<file path="src/hw/rtl/bpc_pkg.sv">
// Shared types and codes for the barometric pressure compensation block.
// No dependencies; imported by every module of the block.
package bpc_pkg;

    localparam int COEF_W  = 16;
    localparam int RAW_W   = 24;
    localparam int PRESS_W = 32;

    // Input event codes carried on the mode field
    typedef enum logic [1:0] {
        MODE_PRESS = 2'd0,
        MODE_TEMP  = 2'd1,
        MODE_SYNC  = 2'd2,
        MODE_NONE  = 2'd3
    } t_mode;

    // Configuration register indexes (word address)
    typedef enum logic [2:0] {
        REG_C1 = 3'd0,
        REG_C2 = 3'd1,
        REG_C3 = 3'd2,
        REG_C4 = 3'd3,
        REG_C5 = 3'd4,
        REG_C6 = 3'd5,
        REG_EN = 3'd6
    } t_reg_idx;

    // Calibration words as handed from the register file to the datapath
    typedef struct packed {
        logic [COEF_W-1:0] c1;
        logic [COEF_W-1:0] c2;
        logic [COEF_W-1:0] c3;
        logic [COEF_W-1:0] c4;
        logic [COEF_W-1:0] c5;
        logic [COEF_W-1:0] c6;
    } t_coefs;

endpackage

</file>
<file path="src/hw/rtl/bpc_front.sv">
// Front end: accepts event requests, latches raw samples, issues compute jobs.
// Depends on bpc_pkg.
module bpc_front import bpc_pkg::*; #(
    parameter int ADC_WIDTH = 24
) (
    input  logic                   i_clk,
    input  logic                   i_rst_n,
    input  logic                   i_valid,
    output logic                   o_stall,
    input  logic [1:0]             i_mode,
    input  logic [RAW_W-1:0]       i_raw_value,
    input  logic                   i_enable,
    input  logic                   i_q_full,
    output logic                   o_push,
    output logic [2*ADC_WIDTH-1:0] o_push_data
);

    logic [ADC_WIDTH-1:0] r_d1;
    logic [ADC_WIDTH-1:0] r_d2;
    logic                 accept;

    assign o_stall     = i_q_full;
    assign accept      = i_valid && !i_q_full;
    // Snapshot the samples so a queued job is immune to later latches
    assign o_push_data = {r_d1, r_d2};

    always_comb begin
        o_push = 1'b0;
        case (t_mode'(i_mode))
            MODE_SYNC: o_push = accept && i_enable;
            default:   o_push = 1'b0;
        endcase
    end

    always_ff @(posedge i_clk) begin
        if (!i_rst_n) begin
            r_d1 <= '0;
            r_d2 <= '0;
        end else if (accept) begin
            case (t_mode'(i_mode))
                MODE_PRESS: r_d1 <= i_raw_value[ADC_WIDTH-1:0];
                MODE_TEMP:  r_d2 <= i_raw_value[ADC_WIDTH-1:0];
                default: begin
                end
            endcase
        end
    end

endmodule

</file>
<file path="src/hw/rtl/bpc_queue.sv">
// Short job queue between the front end and the compensation sequencer.
// Depends on bpc_pkg.
module bpc_queue import bpc_pkg::*; #(
    parameter int W     = 48,
    parameter int DEPTH = 2
) (
    input  logic         i_clk,
    input  logic         i_rst_n,
    input  logic         i_push,
    input  logic [W-1:0] i_data,
    output logic         o_full,
    output logic         o_valid,
    input  logic         i_pop,
    output logic [W-1:0] o_data
);

    localparam int PTR_W = $clog2(DEPTH);
    localparam int CNT_W = $clog2(DEPTH + 1);

    logic [W-1:0]     r_mem [DEPTH];
    logic [PTR_W-1:0] r_wr_ptr;
    logic [PTR_W-1:0] r_rd_ptr;
    logic [CNT_W-1:0] r_count;

    assign o_full  = (r_count == CNT_W'(DEPTH));
    assign o_valid = (r_count != '0);
    assign o_data  = r_mem[r_rd_ptr];

    always_ff @(posedge i_clk) begin
        if (i_push) begin
            r_mem[r_wr_ptr] <= i_data;
        end
    end

    always_ff @(posedge i_clk) begin
        if (!i_rst_n) begin
            r_wr_ptr <= '0;
            r_rd_ptr <= '0;
            r_count  <= '0;
        end else begin
            if (i_push) begin
                r_wr_ptr <= (r_wr_ptr == PTR_W'(DEPTH - 1)) ? '0 : r_wr_ptr + 1'b1;
            end
            if (i_pop) begin
                r_rd_ptr <= (r_rd_ptr == PTR_W'(DEPTH - 1)) ? '0 : r_rd_ptr + 1'b1;
            end
            case ({i_push, i_pop})
                2'b10:   r_count <= r_count + 1'b1;
                2'b01:   r_count <= r_count - 1'b1;
                default: r_count <= r_count;
            endcase
        end
    end

endmodule

</file>
<file path="src/hw/rtl/bpc_back.sv">
// Back end: compensation sequencer around one shared 26x26 signed multiplier,
// plus the result output register. Depends on bpc_pkg.
module bpc_back import bpc_pkg::*; #(
    parameter int ADC_WIDTH = 24
) (
    input  logic                 i_clk,
    input  logic                 i_rst_n,
    input  t_coefs               i_coefs,
    input  logic                 i_job_valid,
    input  logic [ADC_WIDTH-1:0] i_job_d1,
    input  logic [ADC_WIDTH-1:0] i_job_d2,
    output logic                 o_job_pop,
    output logic                 o_valid,
    input  logic                 i_stall,
    output logic [PRESS_W-1:0]   o_pressure
);

    localparam int MUL_W      = 26;
    localparam int PROD_W     = 2 * MUL_W;
    localparam int ACC_W      = 64;
    localparam int WIDE_W     = 40;
    localparam int TEMP_W     = 20;
    localparam int SENS_SPLIT = 20;
    localparam int COEF_SH    = 23;
    localparam int TEMP_SH    = 23;
    localparam int OFF_SH     = 7;
    localparam int SENS_SH    = 8;
    localparam int P_SH       = 36;
    localparam int OFF_P_SH   = 21;
    localparam int C5_SH      = 8;

    localparam logic signed [ACC_W-1:0]  TEMP_BASE = 64'sd2000 * 64'sd8388608;
    localparam logic signed [TEMP_W-1:0] TEMP_REF  = 20'sd2000;
    localparam logic signed [TEMP_W-1:0] TEMP_LOW  = -20'sd1500;

    typedef enum logic [13:0] {
        ST_IDLE   = 14'h0001,
        ST_DT     = 14'h0002,
        ST_M_TEMP = 14'h0004,
        ST_M_OFF  = 14'h0008,
        ST_M_SENS = 14'h0010,
        ST_M_T    = 14'h0020,
        ST_M_U7   = 14'h0040,
        ST_M_U11  = 14'h0080,
        ST_ADD    = 14'h0100,
        ST_ADJ    = 14'h0200,
        ST_M_PL   = 14'h0400,
        ST_M_PH   = 14'h0800,
        ST_FIN    = 14'h1000,
        ST_RES    = 14'h2000
    } t_state;

    t_state r_state;
    t_state n_state;

    logic [ADC_WIDTH-1:0]       r_d1;
    logic [ADC_WIDTH-1:0]       r_d2;
    logic signed [MUL_W-1:0]    r_dt;
    logic signed [PROD_W-1:0]   r_prod;
    logic signed [TEMP_W-1:0]   r_temp;
    logic signed [WIDE_W-1:0]   r_off;
    logic signed [WIDE_W-1:0]   r_sens;
    logic signed [WIDE_W-1:0]   r_off2;
    logic signed [WIDE_W-1:0]   r_sens2;
    logic signed [ACC_W-1:0]    r_acc;
    logic                       r_out_valid;
    logic [PRESS_W-1:0]         r_out_press;

    logic signed [MUL_W-1:0]    mul_a;
    logic signed [MUL_W-1:0]    mul_b;
    logic signed [PROD_W-1:0]   mul_p;
    logic signed [ACC_W-1:0]    prod64;
    logic signed [ACC_W-1:0]    prod_h1;
    logic signed [ACC_W-1:0]    prod_q2;
    logic signed [ACC_W-1:0]    off64;
    logic signed [ACC_W-1:0]    c1_sh;
    logic signed [ACC_W-1:0]    c2_sh;
    logic signed [ACC_W-1:0]    temp_q;
    logic signed [ACC_W-1:0]    off_q;
    logic signed [ACC_W-1:0]    sens_q;
    logic signed [ACC_W-1:0]    p_q;
    logic signed [MUL_W-1:0]    dt_next;
    logic signed [TEMP_W-1:0]   t_val;
    logic signed [TEMP_W-1:0]   u_val;
    logic signed [MUL_W-1:0]    t_m;
    logic signed [MUL_W-1:0]    u_m;
    logic                       cold;
    logic                       very_cold;
    logic                       out_free;

    // Divide by 2^sh rounding toward zero
    function automatic logic signed [ACC_W-1:0] trunc_shift(
        input logic signed [ACC_W-1:0] x,
        input int unsigned             sh
    );
        logic signed [ACC_W-1:0] bias;
        bias = x[ACC_W-1] ? ((64'sd1 <<< sh) - 64'sd1) : '0;
        return (x + bias) >>> sh;
    endfunction

    assign out_free   = !r_out_valid || !i_stall;
    assign o_valid    = r_out_valid;
    assign o_pressure = r_out_press;
    assign o_job_pop  = (r_state == ST_IDLE) && i_job_valid;

    assign prod64  = $signed({{(ACC_W-PROD_W){r_prod[PROD_W-1]}}, r_prod});
    assign prod_h1 = prod64 >>> 1;
    assign prod_q2 = prod64 >>> 2;
    assign off64   = $signed({{(ACC_W-WIDE_W){r_off[WIDE_W-1]}}, r_off});
    assign c1_sh   = $signed({{(ACC_W-COEF_W-COEF_SH){1'b0}}, i_coefs.c1, {COEF_SH{1'b0}}});
    assign c2_sh   = $signed({{(ACC_W-COEF_W-COEF_SH){1'b0}}, i_coefs.c2, {COEF_SH{1'b0}}});

    assign temp_q = trunc_shift(TEMP_BASE + prod64, TEMP_SH);
    assign off_q  = trunc_shift(c2_sh + prod64, OFF_SH);
    assign sens_q = trunc_shift(c1_sh + prod64, SENS_SH);
    assign p_q    = trunc_shift(r_acc, P_SH);

    assign dt_next = $signed({{(MUL_W-ADC_WIDTH){1'b0}}, r_d2})
                   - $signed({{(MUL_W-COEF_W-C5_SH){1'b0}}, i_coefs.c5, {C5_SH{1'b0}}});

    assign t_val     = r_temp - TEMP_REF;
    assign u_val     = r_temp - TEMP_LOW;
    assign t_m       = $signed({{(MUL_W-TEMP_W){t_val[TEMP_W-1]}}, t_val});
    assign u_m       = $signed({{(MUL_W-TEMP_W){u_val[TEMP_W-1]}}, u_val});
    assign cold      = (r_temp < TEMP_REF);
    assign very_cold = (r_temp < TEMP_LOW);

    // Operand selection for the shared multiplier
    always_comb begin
        mul_a = '0;
        mul_b = '0;
        case (r_state)
            ST_M_TEMP: begin
                mul_a = $signed({{(MUL_W-COEF_W){1'b0}}, i_coefs.c6});
                mul_b = r_dt;
            end
            ST_M_OFF: begin
                mul_a = $signed({{(MUL_W-COEF_W){1'b0}}, i_coefs.c4});
                mul_b = r_dt;
            end
            ST_M_SENS: begin
                mul_a = $signed({{(MUL_W-COEF_W){1'b0}}, i_coefs.c3});
                mul_b = r_dt;
            end
            ST_M_T: begin
                mul_a = (t_m <<< 2) + t_m;
                mul_b = t_m;
            end
            ST_M_U7: begin
                mul_a = (u_m <<< 3) - u_m;
                mul_b = u_m;
            end
            ST_M_U11: begin
                mul_a = (u_m <<< 3) + (u_m <<< 1) + u_m;
                mul_b = u_m;
            end
            ST_M_PL: begin
                mul_a = $signed({{(MUL_W-ADC_WIDTH){1'b0}}, r_d1});
                mul_b = $signed({{(MUL_W-SENS_SPLIT){1'b0}}, r_sens[SENS_SPLIT-1:0]});
            end
            ST_M_PH: begin
                mul_a = $signed({{(MUL_W-ADC_WIDTH){1'b0}}, r_d1});
                mul_b = $signed({{(MUL_W-(WIDE_W-SENS_SPLIT)){r_sens[WIDE_W-1]}},
                                 r_sens[WIDE_W-1:SENS_SPLIT]});
            end
            default: begin
                mul_a = '0;
                mul_b = '0;
            end
        endcase
    end

    assign mul_p = mul_a * mul_b;

    always_comb begin
        n_state = r_state;
        case (r_state)
            ST_IDLE:   n_state = i_job_valid ? ST_DT : ST_IDLE;
            ST_DT:     n_state = ST_M_TEMP;
            ST_M_TEMP: n_state = ST_M_OFF;
            ST_M_OFF:  n_state = ST_M_SENS;
            ST_M_SENS: n_state = ST_M_T;
            ST_M_T:    n_state = ST_M_U7;
            ST_M_U7:   n_state = ST_M_U11;
            ST_M_U11:  n_state = ST_ADD;
            ST_ADD:    n_state = ST_ADJ;
            ST_ADJ:    n_state = ST_M_PL;
            ST_M_PL:   n_state = ST_M_PH;
            ST_M_PH:   n_state = ST_FIN;
            ST_FIN:    n_state = ST_RES;
            ST_RES:    n_state = out_free ? ST_IDLE : ST_RES;
            default:   n_state = ST_IDLE;
        endcase
    end

    always_ff @(posedge i_clk) begin
        if (!i_rst_n) begin
            r_state     <= ST_IDLE;
            r_out_valid <= 1'b0;
        end else begin
            r_state <= n_state;
            if (r_state == ST_RES && out_free) begin
                r_out_valid <= 1'b1;
            end else if (!i_stall) begin
                r_out_valid <= 1'b0;
            end
        end
    end

    // Datapath; each product is consumed the cycle after it is issued
    always_ff @(posedge i_clk) begin
        r_prod <= mul_p;
        case (r_state)
            ST_IDLE: begin
                r_d1 <= i_job_d1;
                r_d2 <= i_job_d2;
            end
            ST_DT:     r_dt   <= dt_next;
            ST_M_OFF:  r_temp <= temp_q[TEMP_W-1:0];
            ST_M_SENS: r_off  <= off_q[WIDE_W-1:0];
            ST_M_T:    r_sens <= sens_q[WIDE_W-1:0];
            ST_M_U7: begin
                r_off2  <= cold ? prod_h1[WIDE_W-1:0] : '0;
                r_sens2 <= cold ? prod_q2[WIDE_W-1:0] : '0;
            end
            ST_M_U11: begin
                if (very_cold) begin
                    r_off2 <= r_off2 + prod64[WIDE_W-1:0];
                end
            end
            ST_ADD: begin
                if (very_cold) begin
                    r_sens2 <= r_sens2 + prod_h1[WIDE_W-1:0];
                end
            end
            ST_ADJ: begin
                r_off  <= r_off - r_off2;
                r_sens <= r_sens - r_sens2;
            end
            ST_M_PH: r_acc <= prod64 - (off64 <<< OFF_P_SH);
            ST_FIN:  r_acc <= r_acc + (prod64 <<< SENS_SPLIT);
            ST_RES: begin
                if (out_free) begin
                    r_out_press <= p_q[PRESS_W-1:0];
                end
            end
            default: begin
            end
        endcase
    end

endmodule

</file>
<file path="src/hw/rtl/baro_pressure_compensation.sv">
// Top level of the barometric pressure compensation block: register file,
// front end, job queue and compensation sequencer. Depends on bpc_pkg.
//
// Events arrive on the input channel: mode 0 latches a raw pressure sample,
// mode 1 a raw temperature sample (low ADC_WIDTH bits of raw_value), mode 2
// requests a compensated pressure and mode 3 is dropped. Latch requests are
// taken every cycle while the job queue has room. A sync request, when
// output_enable is set, snapshots both samples into a two-entry queue; with
// output_enable clear it yields nothing. The sequencer takes one job at a
// time through its pop and dT steps, eight products that share a single
// 26x26 signed multiplier (one per cycle, each registered), and its
// correction, final add and result steps. The
// result, in 0.01 mbar as 32-bit two's complement, waits in an output
// register while the front end keeps accepting: behind a stalled result one
// further sync can finish in the sequencer and wait there, and two more can
// sit in the queue; after that the input stalls. Calibration words C1..C6 and
// output_enable sit at byte addresses 0x00..0x18 of the APB port; writes to
// other words are ignored and read back as zero. Write them only while the
// block is idle.
module baro_pressure_compensation import bpc_pkg::*; #(
    parameter int ADC_WIDTH = 24
) (
    input  logic               i_clk,
    input  logic               i_rst_n,
    // event channel
    input  logic               i_in_valid,
    output logic               o_in_stall,
    input  logic [1:0]         i_mode,
    input  logic [RAW_W-1:0]   i_raw_value,
    // result channel
    output logic               o_out_valid,
    input  logic               i_out_stall,
    output logic [PRESS_W-1:0] o_pressure,
    // configuration port
    input  logic               psel,
    input  logic               penable,
    input  logic               pwrite,
    input  logic [4:0]         paddr,
    input  logic [31:0]        pwdata,
    output logic [31:0]        prdata,
    output logic               pready
);

    localparam int JOB_W = 2 * ADC_WIDTH;

    t_coefs             r_coefs;
    logic               r_enable;
    logic               cfg_wr;
    t_reg_idx           reg_idx;

    logic               q_full;
    logic               q_push;
    logic [JOB_W-1:0]   q_push_data;
    logic               q_valid;
    logic               q_pop;
    logic [JOB_W-1:0]   q_data;

    assign pready  = 1'b1;
    assign cfg_wr  = psel && penable && pwrite && pready;
    assign reg_idx = t_reg_idx'(paddr[4:2]);

    // Register file: write in the access phase, ignore unknown words
    always_ff @(posedge i_clk) begin
        if (!i_rst_n) begin
            r_coefs  <= '0;
            r_enable <= 1'b0;
        end else if (cfg_wr) begin
            case (reg_idx)
                REG_C1:  r_coefs.c1 <= pwdata[COEF_W-1:0];
                REG_C2:  r_coefs.c2 <= pwdata[COEF_W-1:0];
                REG_C3:  r_coefs.c3 <= pwdata[COEF_W-1:0];
                REG_C4:  r_coefs.c4 <= pwdata[COEF_W-1:0];
                REG_C5:  r_coefs.c5 <= pwdata[COEF_W-1:0];
                REG_C6:  r_coefs.c6 <= pwdata[COEF_W-1:0];
                REG_EN:  r_enable   <= pwdata[0];
                default: begin
                end
            endcase
        end
    end

    always_comb begin
        prdata = '0;
        case (reg_idx)
            REG_C1:  prdata = {{(32-COEF_W){1'b0}}, r_coefs.c1};
            REG_C2:  prdata = {{(32-COEF_W){1'b0}}, r_coefs.c2};
            REG_C3:  prdata = {{(32-COEF_W){1'b0}}, r_coefs.c3};
            REG_C4:  prdata = {{(32-COEF_W){1'b0}}, r_coefs.c4};
            REG_C5:  prdata = {{(32-COEF_W){1'b0}}, r_coefs.c5};
            REG_C6:  prdata = {{(32-COEF_W){1'b0}}, r_coefs.c6};
            REG_EN:  prdata = {31'b0, r_enable};
            default: prdata = '0;
        endcase
    end

    // Classify requests and latch samples
    bpc_front #(
        .ADC_WIDTH (ADC_WIDTH)
    ) u_front (
        .i_clk       (i_clk),
        .i_rst_n     (i_rst_n),
        .i_valid     (i_in_valid),
        .o_stall     (o_in_stall),
        .i_mode      (i_mode),
        .i_raw_value (i_raw_value),
        .i_enable    (r_enable),
        .i_q_full    (q_full),
        .o_push      (q_push),
        .o_push_data (q_push_data)
    );

    // Hold pending compute jobs so either side can stall on its own
    bpc_queue #(
        .W     (JOB_W),
        .DEPTH (2)
    ) u_queue (
        .i_clk   (i_clk),
        .i_rst_n (i_rst_n),
        .i_push  (q_push),
        .i_data  (q_push_data),
        .o_full  (q_full),
        .o_valid (q_valid),
        .i_pop   (q_pop),
        .o_data  (q_data)
    );

    // Run the compensation and present the result
    bpc_back #(
        .ADC_WIDTH (ADC_WIDTH)
    ) u_back (
        .i_clk       (i_clk),
        .i_rst_n     (i_rst_n),
        .i_coefs     (r_coefs),
        .i_job_valid (q_valid),
        .i_job_d1    (q_data[JOB_W-1:ADC_WIDTH]),
        .i_job_d2    (q_data[ADC_WIDTH-1:0]),
        .o_job_pop   (q_pop),
        .o_valid     (o_out_valid),
        .i_stall     (i_out_stall),
        .o_pressure  (o_pressure)
    );

endmodule

</file>
<file path="config.mk">
export PLATFORM = sky130hd
export DESIGN_NAME = baro_pressure_compensation
export DESIGN_NICKNAME = d
export VERILOG_FILES = /design/src/hw/rtl/bpc_pkg.sv /design/src/hw/rtl/bpc_front.sv /design/src/hw/rtl/bpc_queue.sv /design/src/hw/rtl/bpc_back.sv /design/src/hw/rtl/baro_pressure_compensation.sv
export SDC_FILE = /design/constraint.sdc
export NUM_CORES = 2
export LEC_CHECK = 0
export BUFFER_PORTS_ARGS = -buffer_cell sky130_fd_sc_hd__buf_2
export CAP_MARGIN = 10
export CORE_MARGIN = 3
export CORE_UTILIZATION = 57
export CTS_CLUSTER_SIZE = 12
export DETAILED_ROUTE_END_ITERATION = 12
export PLACE_DENSITY = 0.71
export SLEW_MARGIN = 20
export SYNTH_ARGS = -nofsm -noshare
export SYNTH_HDL_FRONTEND = slang
export SYNTH_HIERARCHICAL = 1
export SYNTH_SLANG_ARGS = --single-unit
export TNS_END_PERCENT = 1
</file>
<file path="constraint.sdc">
create_clock -name i_clk -period 16.15 [get_ports i_clk]
set_input_delay 4.845 -clock i_clk [delete_from_list [all_inputs] [get_ports i_clk]]
set_output_delay 4.845 -clock i_clk [all_outputs]
set_load 0.02 [all_outputs]
</file>
==> results.json <==
{
  "status": "complete, no violations",
  "fillers": 10812,
  "synth_flop_cell": "edfxtp_1",
  "fin_nets": 9288,
  "seq_area_sq_um": 17600,
  "multi_input_area_sq_um": 49800,
  "final_common_cell": "inv_1",
  "design_area_sq_um": 77600,
  "crit_fanout": 15,
  "maxSlewHeadroom_pct": 25.0,
  "final_max_slew_viol_count": 0,
  "grt_overflow_total": 0,
  "die-area_sq_um": 131000,
  "pwr_density_cell_nw_per_um2": 49.7,
  "cts_root_buffer": "clkbuf_16",
  "r2r_end": "u_back/r_prod[50]",
  "max_freq_mhz": 72.8,
  "yosysSeqAreaShare_pct": 24.3,
  "yosys.area.top_type": "fa_1",
  "cts_buffer_depth": 3,
  "grt.total_usage_pct": 35.2,
  "drt-wirelength-per-cell_microns": 24.1,
  "vias": 59526,
  "htree_levels": 3,
  "min_from": "u_back/r_d2[6]",
  "dr.pass1.iters": 6,
  "grt_max_degree": 117,
  "ys_ff_latch": 658,
  "startpoint_type": "flip-flop",
  "mappedNetlistArea_sq_um": 72400,
  "r2r_cells": 41,
  "hold_viol": 0,
  "peakVddDrop_uv": 110,
  "area_growth_syn_to_layout_pct": 7.20,
  "drive_gt1_share_pct": 6.78,
  "pin_count": 137,
  "grt_pass1_wl_microns": 351000,
  "tightest_slew_ns": 1.12,
  "final_cell_mix": "inv_1 (1,039), nand2_1 (920), fa_1 (698), ha_1 (570), nor2_1 (451)",
  "die_h_microns": 362,
  "dp.final_hpwl_microns": 176000,
  "crit_type": "reg2reg",
  "drtIter0Drc": 5834,
  "cts_tree": "yes",
  "die_w_microns": 362,
  "timing.critical_path.mode_cell": "fa_1",
  "cp_slowest_cell": "fa_1",
  "clkSlewWorstSetupHoldPaths_ns": 0.06,
  "yosys_warnings": 6,
  "crit_path_max_incr_delay_ns": 0.73,
  "rsz0062_at_grt": "no",
  "cp.arrival_ns": 14.33,
  "std_cell_rows": 130,
  "grt_pass1_vias": 58790,
  "via_per_inst": 6.16,
  "finClkSkew_ns": 0.0279,
  "whs_path_depth": 0,
  "cts_setup_buffers": 0,
  "start_util_pct": 57.5,
  "core_region_area_sq_um": 126000,
  "post-route-drc-count": 0,
  "netlist-cell-type-count": 111,
  "routed_wl_microns": 233000,
  "end_kind": "flip-flop",
  "yosys-top-cells-area": "fa_1 (19%), edfxtp_1 (18%), ha_1 (9.9%)",
  "hold_buffers": 0,
  "path_buf_inv": 6,
  "synthesis.instances": 7932,
  "synth_area_per_cell_sq_um": 9.13,
  "p_leak_uw": 0.0356,
  "tns_ns": 0,
  "portBuffers": 101,
  "crit_cells": 41,
  "hold_class": "reg2reg",
  "fin_crit_ns": 13.74,
  "worstReg2RegStart": "u_back/r_temp[4]",
  "critPathTopFamily": "adder cells",
  "finalCritPeriodShare_pct": 85.1,
  "place_area_sq_um": 75000,
  "synth_top_area_share_pct": 19.3,
  "r2r_slack_ns": 2.41,
  "min_delay_worst_endpoint": "u_back/r_dt[6]",
  "insertion_delay_ns": 0.72,
  "routabilityCongestion": 0.998,
  "setup_viol": 0,
  "synth_edf_count": 441,
  "drv_cap": 0,
  "async_flop_share_pct": 0,
  "worst-endpoint-required_ns": 16.74,
  "ant_nets": 0,
  "numCtsBuffers": 77,
  "grt_antenna_before_repair": 11,
  "clock_sinks": 658,
  "cts_resized": 0
}
## power by group
part	internal [uW]	leakage [uW]	switching [uW]
clock	1030	0.00125	776
sequential	1830	0.00601	33.4
combinational	67.5	0.0284	119
## layer usage
metal / track usage (%) / vias to the layer above / part of all wire [%]
li1: - / 26905 / -
met1: 45.2 / 28969 / 39
met2: 55.1 / 2955 / 44
met3: 8.31 / 689 / 11
met4: 19.6 / 8 / 6.8
met5: 0 / - / 0.024
## registers in the layout, summed over array words and instances (netlist names), 25 cells and up, named ones only
signal / cells
u_back/r_prod: 52
u_back/o_pressure: 28
u_back/r_off: 40
u_queue/r_mem: 96
u_back/r_off2: 40
u_back/r_sens2: 40
r_coefs: 96
u_back/r_sens: 40
u_back/r_dt: 25
u_back/r_acc: 64
## how the worst max path moves through the flow
stage / slack [ns] / startpoint / to
global placement: 2.68 / u_back/r_temp[4] / u_back/r_prod[51]
floorplan: 4.58 / u_back/r_temp[2] / u_back/r_prod[51]
CTS: 2.49 / u_back/r_temp[4] / u_back/r_prod[49]
finish: 2.41 / u_back/r_temp[4] / u_back/r_prod[50]
global route: 1.75 / u_back/r_temp[4] / u_back/r_prod[51]
detailed placement: 2.53 / u_back/r_temp[4] / u_back/r_prod[49]
## synth_stat cells (all sizes together), types with 44 or more instances
library cell,instances
edfxtp,441
mux2i,171
o21a,68
ha,570
dfxtp,217
nand4,59
o21bai,51
clkbuf,237
and3,49
mux2,74
nand3,195
and2,186
xor2,202
fa,699
a21oi,409
nor2,458
xnor2,340
nand2b,72
buf,87
a211oi,44
o21ai,380
nor2b,68
inv,1045
nand2,921
nor3,87
a21o,222
## metrics by stage
stage	util [%]	std cells	hold WS (ns)	total power [uW]	worst slack, ns
after CTS	61.6	9662	0.419	3880	2.49
final	61.6	9665	0.416	3850	2.41
after global routing	61.6	9663	0.427	3960	1.75
after detailed placement	59.5	9519	0.405	2080	2.53
after floorplan	-	7947	0.400	2010	4.58
after global placement	59.5	9519	0.402	2080	2.68
## worst reg2reg max path: cells and delay by family, from the launching register on
kind	cells	cell delay, ns
and+or+nand+nor	6	1.41
buffers and inverters	6	1.05
AOI/OAI and AO/OA	14	4.41
DFF	1	0.54
adders and majority gates	11	5.24
xor gates and xnor gates	4	0.99
## area by class of cell
cell class | count | area share [%]
Tap cell | 1650 | 2.66
Timing Repair Buffer | 247 | 2.10
Sequential cell | 658 | 22.7
Clock inverter | 33 | 0.535
Multi-Input combinational cell | 5917 | 64.1
Clock buffer | 110 | 2.82
Inverter | 1048 | 5.07
Antenna cell | 2 | 0.00645
## cell families (layout without fill, tap and decap cells)
| group | after synthesis | count (layout) | synth area share (%) |
|---|---|---|---|
| AOI/OAI and AO/OA | 1570 | 1570 | 14.1 |
| xor gates and xnor gates | 542 | 542 | 6.59 |
| adders and majority gates | 1284 | 1284 | 29.4 |
| buffers and inverters | 1372 | 1438 | 7.47 |
| DFF | 658 | 658 | 24.3 |
| muxes | 246 | 246 | 3.55 |
| other | 2 | 19 | 0.0104 |
| and+or+nand+nor | 2258 | 2258 | 14.6 |
Note: power is estimated with default switching activity, not from simulation.
